$ cat config.mk
export PLATFORM = sky130hd
export DESIGN_NAME = mc3_outbuf_flat
export DESIGN_NICKNAME = d
export VERILOG_FILES = /design/src/rtl/core/mc3_pkg.sv /design/src/rtl/core/mc3_if.sv /design/src/rtl/core/mc3_outbuf.sv /design/src/flat_wrapper.sv
export SDC_FILE = /design/constraint.sdc
export NUM_CORES = 1
export LEC_CHECK = 0
export BUFFER_PORTS_ARGS = -buffer_cell sky130_fd_sc_hd__buf_2
export CORE_ASPECT_RATIO = 2
export CORE_UTILIZATION = 50
export DETAILED_ROUTE_END_ITERATION = 10
export PLACE_DENSITY = 0.86
export SYNTH_ARGS = -nofsm -noshare
export SYNTH_HDL_FRONTEND = slang
export SYNTH_SLANG_ARGS = --single-unit
$ cat constraint.sdc
create_clock -name clk -period 5.21 [get_ports clk]
set_input_delay 0.2605 -clock clk [delete_from_list [all_inputs] [get_ports clk]]
set_output_delay 0.2605 -clock clk [all_outputs]
set_load 0.05 [all_outputs]
$ cat src/rtl/core/mc3_pkg.sv
// Package for the masked 3x3 RGB convolution core.
// Holds field widths, register codes, reset values and the word structs.
// No dependencies; every other file of the core imports it.
`default_nettype none

package mc3_pkg;

    localparam int CHAN_W     = 16;
    localparam int MASK_W     = 8;
    localparam int COL_W      = 12;
    localparam int ROW_W      = 14;
    localparam int RGB_W      = 3 * CHAN_W;
    localparam int KREG_W     = 48;
    localparam int CFG_IDX_W  = 3;
    localparam int CFG_DATA_W = 48;
    localparam int THR_W      = 9;
    localparam int WIDTH_W    = 13;
    localparam int HEIGHT_W   = 15;
    localparam int TAPS       = 9;
    localparam int CHANS      = 3;

    // Line buffer entry: mask and RGB of the line above, RGB of the line two above.
    localparam int LB_W = MASK_W + 2 * RGB_W;

    // Products, column sums and the full kernel sum.
    localparam int PROD_W = CHAN_W + 1 + CHAN_W;
    localparam int PSUM_W = PROD_W + 2;
    localparam int TSUM_W = PSUM_W + 2;

    localparam int MIN_DIM   = 3;
    localparam int CLAMP_MAX = 65535;

    localparam logic [WIDTH_W-1:0]  WIDTH_RESET  = 13'd640;
    localparam logic [HEIGHT_W-1:0] HEIGHT_RESET = 15'd480;
    localparam logic [KREG_W-1:0]   KMID_RESET   = 48'h0000_1000_0000;

    typedef enum logic [CFG_IDX_W-1:0] {
        REG_IMAGE_WIDTH    = 3'd0,
        REG_IMAGE_HEIGHT   = 3'd1,
        REG_KERNEL_LEFT    = 3'd2,
        REG_KERNEL_MID     = 3'd3,
        REG_KERNEL_RIGHT   = 3'd4,
        REG_MASK_ENABLE    = 3'd5,
        REG_MASK_THRESHOLD = 3'd6
    } cfg_reg_t;

    typedef logic [RGB_W-1:0] rgb_t;

    // Side information that travels with a pixel through the arithmetic.
    typedef struct packed {
        rgb_t             pix;
        rgb_t             pass;
        logic [COL_W-1:0] col;
        logic [ROW_W-1:0] row;
        logic             interior;
        logic             border;
        logic             masked;
    } meta_t;

    typedef struct packed {
        rgb_t             rgb;
        logic [COL_W-1:0] col;
        logic [ROW_W-1:0] row;
        logic             last;
    } result_t;

endpackage

`default_nettype wire

$ cat src/rtl/core/mc3_if.sv
// Stream interfaces of the masked 3x3 RGB convolution core.
// Depends on mc3_pkg for the field widths.
`default_nettype none


interface mc3_result_if import mc3_pkg::*; ();
    logic              valid;
    logic              ready;
    logic [CHAN_W-1:0] out_red;
    logic [CHAN_W-1:0] out_green;
    logic [CHAN_W-1:0] out_blue;
    logic [COL_W-1:0]  out_col;
    logic [ROW_W-1:0]  out_row;
    logic              out_last;

    modport source (output valid, out_red, out_green, out_blue, out_col, out_row, out_last,
                    input ready);
    modport sink   (input valid, out_red, out_green, out_blue, out_col, out_row, out_last,
                    output ready);
endinterface

`default_nettype wire

$ cat src/rtl/core/mc3_outbuf.sv
// Two-entry result buffer: takes a pixel's words at once, sends one a ready cycle.
// Depends on mc3_pkg and the result interface.
`default_nettype none

module mc3_outbuf
    import mc3_pkg::*;
(
    input  wire logic  clk,
    input  wire logic  rst_n,
    input  wire logic  load,
    input  wire rgb_t  conv_rgb,
    input  wire meta_t meta,
    output logic       can_load,
    mc3_result_if.source result
);

    result_t     e0_reg, e0_next;
    result_t     e1_reg, e1_next;
    logic [1:0]  cnt_reg, cnt_next;
    result_t     r_int, r_bor;
    logic        take;

    assign take     = result.valid && result.ready;
    assign can_load = (cnt_reg == 2'd0) || (cnt_reg == 2'd1 && take);

    // Candidate words: the interior pixel one step back, and the arriving pixel itself.
    always_comb
    begin
        r_int.rgb  = meta.masked ? meta.pass : conv_rgb;
        r_int.col  = meta.col - COL_W'(1);
        r_int.row  = meta.row - ROW_W'(1);
        r_int.last = !meta.border;
        r_bor.rgb  = meta.pix;
        r_bor.col  = meta.col;
        r_bor.row  = meta.row;
        r_bor.last = 1'b1;
    end

    // Load, shift and count.
    always_comb
    begin
        e0_next  = e0_reg;
        e1_next  = e1_reg;
        cnt_next = cnt_reg;
        if (load)
        begin
            e0_next  = meta.interior ? r_int : r_bor;
            e1_next  = r_bor;
            cnt_next = 2'(meta.interior) + 2'(meta.border);
        end
        else if (take)
        begin
            e0_next  = e1_reg;
            cnt_next = cnt_reg - 2'd1;
        end
    end

    always_ff @(posedge clk or negedge rst_n)
    begin
        if (!rst_n)
        begin
            cnt_reg <= 2'd0;
        end
        else
        begin
            cnt_reg <= cnt_next;
        end
    end

    always_ff @(posedge clk)
    begin
        e0_reg <= e0_next;
        e1_reg <= e1_next;
    end

    assign result.valid     = (cnt_reg != 2'd0);
    assign result.out_red   = e0_reg.rgb[CHAN_W-1:0];
    assign result.out_green = e0_reg.rgb[2*CHAN_W-1:CHAN_W];
    assign result.out_blue  = e0_reg.rgb[3*CHAN_W-1:2*CHAN_W];
    assign result.out_col   = e0_reg.col;
    assign result.out_row   = e0_reg.row;
    assign result.out_last  = e0_reg.last;

endmodule

`default_nettype wire

$ cat src/flat_wrapper.sv
// flat-port wrapper written by rule: the top's interface ports become plain ports
module mc3_outbuf_flat import mc3_pkg::*;
  (clk, rst_n, load, conv_rgb, meta, can_load, result_valid, result_out_red, result_out_green, result_out_blue, result_out_col, result_out_row, result_out_last, result_ready);
  mc3_result_if result_i ();
  input  wire logic clk;
  input  wire logic rst_n;
  input  wire logic load;
  input  wire rgb_t conv_rgb;
  input  wire meta_t meta;
  output logic can_load;
  output wire logic [$bits(result_i.valid)-1:0] result_valid;
  output wire logic [$bits(result_i.out_red)-1:0] result_out_red;
  output wire logic [$bits(result_i.out_green)-1:0] result_out_green;
  output wire logic [$bits(result_i.out_blue)-1:0] result_out_blue;
  output wire logic [$bits(result_i.out_col)-1:0] result_out_col;
  output wire logic [$bits(result_i.out_row)-1:0] result_out_row;
  output wire logic [$bits(result_i.out_last)-1:0] result_out_last;
  input wire logic [$bits(result_i.ready)-1:0] result_ready;
  assign result_valid = result_i.valid;
  assign result_out_red = result_i.out_red;
  assign result_out_green = result_i.out_green;
  assign result_out_blue = result_i.out_blue;
  assign result_out_col = result_i.out_col;
  assign result_out_row = result_i.out_row;
  assign result_out_last = result_i.out_last;
  assign result_i.ready = result_ready;
  mc3_outbuf u_core (.clk(clk), .rst_n(rst_n), .load(load), .conv_rgb(conv_rgb), .meta(meta), .can_load(can_load), .result(result_i));
endmodule
# Word level (Yosys, flattened, before mapping)
# Cells that the tools add are included.
# classes
n_mul	0
bitwise	0
n_mux	6
addsub	4
div_mod_pow	0
n_eq_ne	1
shifts	0
n_reduce_logical	7
order_cmp	0
# op_table
op	count
2-to-1 mux 75 bit	3
2-to-1 mux 48 bit	1
subtractor 14 x 1 -> 14 bit (second input constant)	1
subtractor 12 x 1 -> 12 bit (second input constant)	1
2-to-1 mux 2 bit	2
nonzero test 2 bit	2
adder 1 x 1 -> 2 bit	1
== test 2 x 1 -> 1 bit (second input constant)	1
logical AND 1 bit	2
logical NOT 2 bit	1
subtractor 2 x 1 -> 2 bit (second input constant)	1
logical NOT 1 bit	1
logical OR 1 bit	1
# totals
out_inout_bits	77
latch_bits	0
mem_bits_rw	0
romBits	0
word_cells	26
register_bits	151
inputBits	177
n_memories	0

# Logic depth before layout (Yosys ltp)
# Gate-level depths: netlist of the first run.
# logic_depth
ltp_word	4
ltp_mapped	6
ltp_nobuf	6

# Worst setup path before layout of the first run
# No wires, ideal clock.
# synth_timing
path_type	input-to-reg
from	in load
to	reg u_core.e0_reg, in the netlist u_core.result.out_blue[0], enable pin
arrival_time_ns	2.618
path_stages	3
path_buffers	2
setup_slack_ns	2.147
setup_time_ns	0.446
cell_sequence	clkbuf_1 -> clkbuf_1 -> nand2b_1
# synth_between
elab_chain_cells	1
# synth_lines
element	line_no	source
from (decl)	flat_wrapper.sv:7	input wire logic load;
nonzero test 2 bit (no source line)	-	
to (signal assigned)	mc3_outbuf.sv:72	e0_reg <= e0_next;
to (decl)	mc3_outbuf.sv:17	result_t e0_reg, e0_next;
# Every way passes these cells.
# A chain may end at the register's enable or synchronous reset.

# Worst setup path after layout of the first run
# layout_timing
from	reg u_core.cnt_reg[0]
to	reg u_core.e0_reg, in the netlist u_core.result.out_red[9], enable pin
# layout_between
elab_chain_cells	3
# layout_lines
element	line_no	source
from (decl)	mc3_outbuf.sv:19	logic [1:0] cnt_reg, cnt_next;
from (signal assigned)	mc3_outbuf.sv:66	cnt_reg <= cnt_next;
nonzero test 2 bit	mc3_outbuf.sv:76	assign result.valid = (cnt_reg != 2'd0);
logical AND 1 bit	mc3_outbuf.sv:23	assign take = result.valid && result.ready;
nonzero test 2 bit (no source line)	-	
# Every way passes these cells.

==> metrics, run 1 <==
die footprint 14400 um^2; critical path's largest stage delay 790 ps; setup violators final 0; wire length per cell 16.9 um; Starting Density 51.5%; Max Fclk 473 MHz; fraction of layout cells with a size suffix above 1 45.2%; fin. max-slew vios 0; CTS tree yes; worst skew pair latency 400 ps; Root Buffer clkbuf_16; Filler Cells Inserted 1007; distinct cell type count after synthesis 29; met1 wire length 5740 um; Largest delay share family, worst path simple AND/OR/NAND/NOR gates; kind of critical path reg -> reg; critical path launch point type flip-flop; Residual DRC 0; post-synth top area share 64.2%; CTS buffer count 17; Hold-fix buffers, CTS 1; hpwl dp 10900 um; CTS H-Tree Depth 4; vias per cell 5.32; net count of the mapped netlist 693; EDFF count, synth 149; Synth Cell Area 6960 um^2; Tcrit/Tclk final 40.6%; metal3 WL 887 um; RSZ-0062 raised after global routing no; Max Used Layer met4; WL met2 8460 um; port bufs 253; max reg flops 74; ANT nets after route 0; Lkg Pwr 3.69 nW; CP Cell Sequence inv_1 -> ha_1 -> nand2b_1 -> nand2b_4; floorplan row count 60; area grow syn2layout 28.0%; Worst-Margin Slew 1070 ps; IO Pins 254; number of max-cap violations 0; Crit Path Max Fanout 75; vias in the first global route 4930; Worst Hold Class in -> reg; Synth Register Bits 151; post-CTS setup buffers 0; first-pass GRT wire length 23700 um; largest net degree at the start of global routing 105; Worst VDD drop 0.219 mV; status finished, final reports clean; Seq/Total Area, Yosys 65.0%; gpl congestion 0.882; hold slack 41.5 ps; Synth top cells by count 149 x edfxtp_1, 78 x nor2_1, 75 x a21oi_1; Syn Area/Cell 13.6 um^2; clk slew on worst S/H paths 70 ps; worst relative slew slack 28.4%; total number of yosys warnings 0; Die Ht 169 um; Setup Total Neg Slack 0 ps; top-count cell post-synth edfxtp_1; DRT iter0 DRCs 210; CORE AREA 13500 um^2; Clock Skew 6.58 ps; asr flop ratio synth 1.32%; fin crit period 2110 ps; crit path capture type flip-flop; grt total ovfl 0; CTS max path bufs 2; Crit path required time 5240 ps; clk sinks 151; post-cts sizing count 0; Area contributors post-synth edfxtp_1 64%, mux2_2 8.1%, mux2i_1 6.9%; Detailed Routing Iterations Pass 1 4; total track usage 21.5%; Hold Vio Cnt, Final 0; WP data arrival 2140 ps; total number of vias 4919; critical path's slowest cell nand2b_4; antenna violations before repair 4; final net count 935; Die W 85.5 um; Synth Instances 511; final wirelength 15600 um; post-synth top area cell edfxtp_1; Top FF cell, synth edfxtp_1; Pwr per Cell Area 377 nW/um^2; CP bufs+invs 1
==> path summary, 6_finish.rpt <==
path / from / to / slack, ps / cells past startpoint
setup / recovery: u_core.cnt_reg[0] / u_core.result.out_red[9] / 3100 / 4
hold / removal: meta[94] / u_core.e1_reg[44] / 40 / 1
setup reg to reg: u_core.cnt_reg[0] / u_core.result.out_red[9] / 3100 / 4
hold reg to reg: u_core.e1_reg[14] / u_core.result.out_row[13] / 540 / 1
max in group asynchronous: rst_n / u_core.cnt_reg[1] / 4930 / 2
min in group asynchronous: rst_n / u_core.cnt_reg[0] / 180 / 2
==> layout make-up <==
cell class                 count  area [um^2]  area share (%)
sequential                   151         4520            50.8
antenna                        3         7.51          0.0842
inverter                       8         30.0           0.337
tap                          155          194            2.18
multi-input combinational    318         2280            25.6
clock inverter                15          145            1.63
timing repair buffer         257         1310            14.7
clock buffer                  17          425            4.77
==> logic make-up (layout without fill, tap and decap cells) <==
| kind of cell | Yosys count | in the layout | share of synthesized area (%) |
|---|---|---|---|
| other | 0 | 3 | 0 |
| and+or+nand+nor | 113 | 113 | 8.03 |
| AOI/OAI and AO/OA | 78 | 78 | 5.66 |
| buffers and inverters | 42 | 297 | 2.44 |
| xor gates and xnor gates | 24 | 24 | 3.02 |
| DFF | 151 | 151 | 65.0 |
| muxes | 98 | 98 | 15.0 |
| adders and majority gates | 5 | 5 | 0.898 |
==> worst reg2reg max path: cells and delay by family (launching register included) <==
family | cells | cell delay (ps)
buf+inv | 1 | 70
flops | 1 | 350
fa+ha+maj | 1 | 210
simple gates | 2 | 1020
==> through the flow <==
| step | util [%] | power [mW] | area (um^2) | cells | setup WS (ps) |
|---|---|---|---|---|---|
| floorplan | - | 2.01 | 6960 | 511 | 2150 |
| global placement | 61.6 | 2.19 | 8320 | 888 | 2780 |
| detailed placement | 61.6 | 2.21 | 8320 | 888 | 2740 |
| CTS | 65.9 | 3.39 | 8900 | 921 | 3100 |
| global route | 65.9 | 3.47 | 8910 | 924 | 2990 |
| finish | 65.9 | 3.36 | 8910 | 924 | 3100 |
==> cell usage in the layout, fill, tap and decap left out, drive strengths merged, types with 3 or more instances in the layout <==
cell / n
a21oi: 75
nand2: 9
mux2: 50
inv: 13
diode: 3
nor4: 6
clkbuf: 17
mux2i: 48
edfxtp: 149
buf: 256
xnor2: 16
ha: 5
clkinvlp: 4
nor3: 5
nor2: 78
clkinv: 5
xor2: 8
==> metal layers <==
layer | GRT usage, % | vias up
li1 | - | 2388
met1 | 23.0 | 2284
met2 | 38.5 | 207
met3 | 5.46 | 40
met4 | 10.8 | 0
met5 | 0 | -
==> power by group <==
part	internal (mW)	leakage, nW	total, mW	switching, mW
Combinational	0.192	1.93	0.661	0.468
Clock	0.668	0.267	1.17	0.506
Sequential	1.49	1.49	1.53	0.0363
Total	2.35	3.69	3.36	1.01
Note: power is estimated with default switching activity, not from simulation.
==> inputs of run 2 (changes only) <==
Settings changed: CORE_UTILIZATION 50 to 45, PLACE_DENSITY 0.86 to 0.82.
Clock period 5.21 ns to 1.85 ns, I/O delays scaled along.
==> run 2 against run 1 <==
Final cell count rose by 14%. Largest cell class unchanged. Sequential power grew to 2.8 times the previous value. Global-route usage up 0.32 points. Core utilization fell by 0.80 points. Critical endpoint is now u_core.result.out_row[11].
==> metrics, run 2 (synthesized netlist as in run 1, its figures left out) <==
largest net degree at the start of global routing 78; Hold Path End u_core.e1_reg[4]; Reg2Reg Launch Point u_core.cnt_reg[0]; fin. max-slew vios 0; sw frac 29.3%; fraction of layout cells with a size suffix above 1 42.3%; CTS max path bufs 2; grt total ovfl 0; fin crit period 1750 ps; hold path startpoint meta[6]; crit path capture type flip-flop; CORE AREA 15200 um^2; port bufs 253; ANT nets after route 0; r2r setup slk 250 ps; CP Cell Sequence dlygate4sd3_1 -> buf_2 -> or4_4 -> nor4_2 -> xnor2_1 -> a21oi_1; total track usage 21.8%; Clock Power Share 34.4%; most frequent cells in the layout 251 x buf_2, 149 x edfxtp_1, 78 x nor2_1, 76 x dlygate4sd3_1, 75 x a21oi_1; die footprint 16000 um^2; Setup Total Neg Slack 0 ps; status finished, final reports clean; CTS H-Tree Depth 4; Die Ht 178 um; Pwr per Cell Area 978 nW/um^2; Hold Path Stages 1; critical path launch point type input pin; gpl congestion 0.786; critical path's largest stage delay 600 ps; Comb power frac 21.5%; Tcrit/Tclk final 94.5%; critical path's slowest cell or4_4; Util after Layout 65.1%; final net count 1025; dpl cell area 8580 um^2; clk slew on worst S/H paths 60 ps; Detailed Routing Iterations Pass 1 4; Switch Pwr 2.84 mW; Starting Density 45.8%; CTS buffer count 17; first-pass GRT wire length 26700 um; DP Cell Count 946; CP bufs+invs 2; Worst-Margin Slew 430 ps; WP data arrival 1910 ps; post-CTS setup buffers 0; clk sinks 151; r2r endpoint u_core.result.out_col[3]; RSZ-0062 raised after global routing no; Crit Path Max Fanout 6; antenna violations before repair 0; worst relative slew slack 71.3%; hpwl dp 11500 um; vias in the first global route 5453; Int Pwr 6.85 mW; Worst VDD drop 0.572 mV; total number of vias 5315; Finished Cell Area 9910 um^2; Largest delay share family, worst path simple AND/OR/NAND/NOR gates; final wirelength 17100 um; Root Buffer clkbuf_16; IO Pins 254; area grow syn2layout 42.3%; setup violators final 0; total design power 9.69 mW; number of max-cap violations 0; Residual DRC 0; wire length per cell 16.3 um; Crit path required time 2010 ps; worst skew pair latency 410 ps; DRT iter0 DRCs 172; Clock Skew 4.59 ps; Worst Hold Class in -> reg; commonest non-fill, non-tap cell in the layout buf_2; max reg flops 74; kind of critical path in -> reg; final cell count without fillers 1053; Hold Vio Cnt, Final 0; CTS tree yes; Die W 90.0 um; Lkg Pwr 4.10 nW; Max Fclk 572 MHz; vias per cell 5.05; cell count of the worst reg-to-reg path 5; register share of total power 44.2%; floorplan row count 64; # diodes 0
-- run 2: cell types whose count changed in the layout (fill, tap and decap cells not counted), sizes merged, moves of 2 or more --
cell         delta
buf            +15
inv             -5
clkinv          +2
diode           -3
dlygate4sd3    +75
-- run 2: area by class of cell --
cell class	count	area (um^2)
clock buffer	18	429
fill	1124	5300
tap	198	248
clock inverter	13	134
timing repair buffer	347	2260
multi-input combinational	318	2290
inverter	8	30.0
sequential	151	4520
-- run 2: power by group through the flow --
stage               clock network, mW  logic, mW  registers [mW]
CTS                              3.38       2.08            4.28
detailed placement                  0       1.94            4.35
finish                           3.33       2.08            4.28
global placement                    0       1.91            4.34
floorplan                           0      0.563            5.08
global route                     3.52       2.20            4.31
-- run 2: routing by layer --
metal  routed length (um)  vias to the layer above  track usage, %
li1                     -                     2562               -
met1                 6230                     2480            23.1
met2                 9250                      217            38.8
met3                  888                       56            5.44
met4                  777                        0            13.4
met5                    0                        -               0
-- run 2: worst max path at each step --
| stage | start | end | slack [ps] | cells past startpoint |
|---|---|---|---|---|
| after floorplan | u_core.cnt_reg[0] | u_core.result.out_blue[0] | 90 | 4 |
| after global placement | meta[4] | u_core.result.out_row[9] | 130 | 6 |
| after detailed placement | meta[4] | u_core.result.out_row[11] | 90 | 6 |
| after CTS | meta[10] | u_core.result.out_row[11] | 7 | 6 |
| after global routing | meta[3] | u_core.result.out_row[13] | 50 | 6 |
| final | meta[10] | u_core.result.out_row[11] | 100 | 6 |
-- run 2: stage by stage --
stage | setup WS (ps) | hold WS (ps)
after floorplan | 86.2 | -203
after CTS | 6.71 | 17.0
final | 101 | 38.6
after detailed placement | 93.3 | -120
after global placement | 129 | -121
after global routing | 52.1 | 21.6
-- run 2: timing repair --
item	in CTS	in global routing
gates resized for setup	0	3
setup endpoints to repair	0	6
hold buffers	76	0
endpoints found under the hold margin	76	0
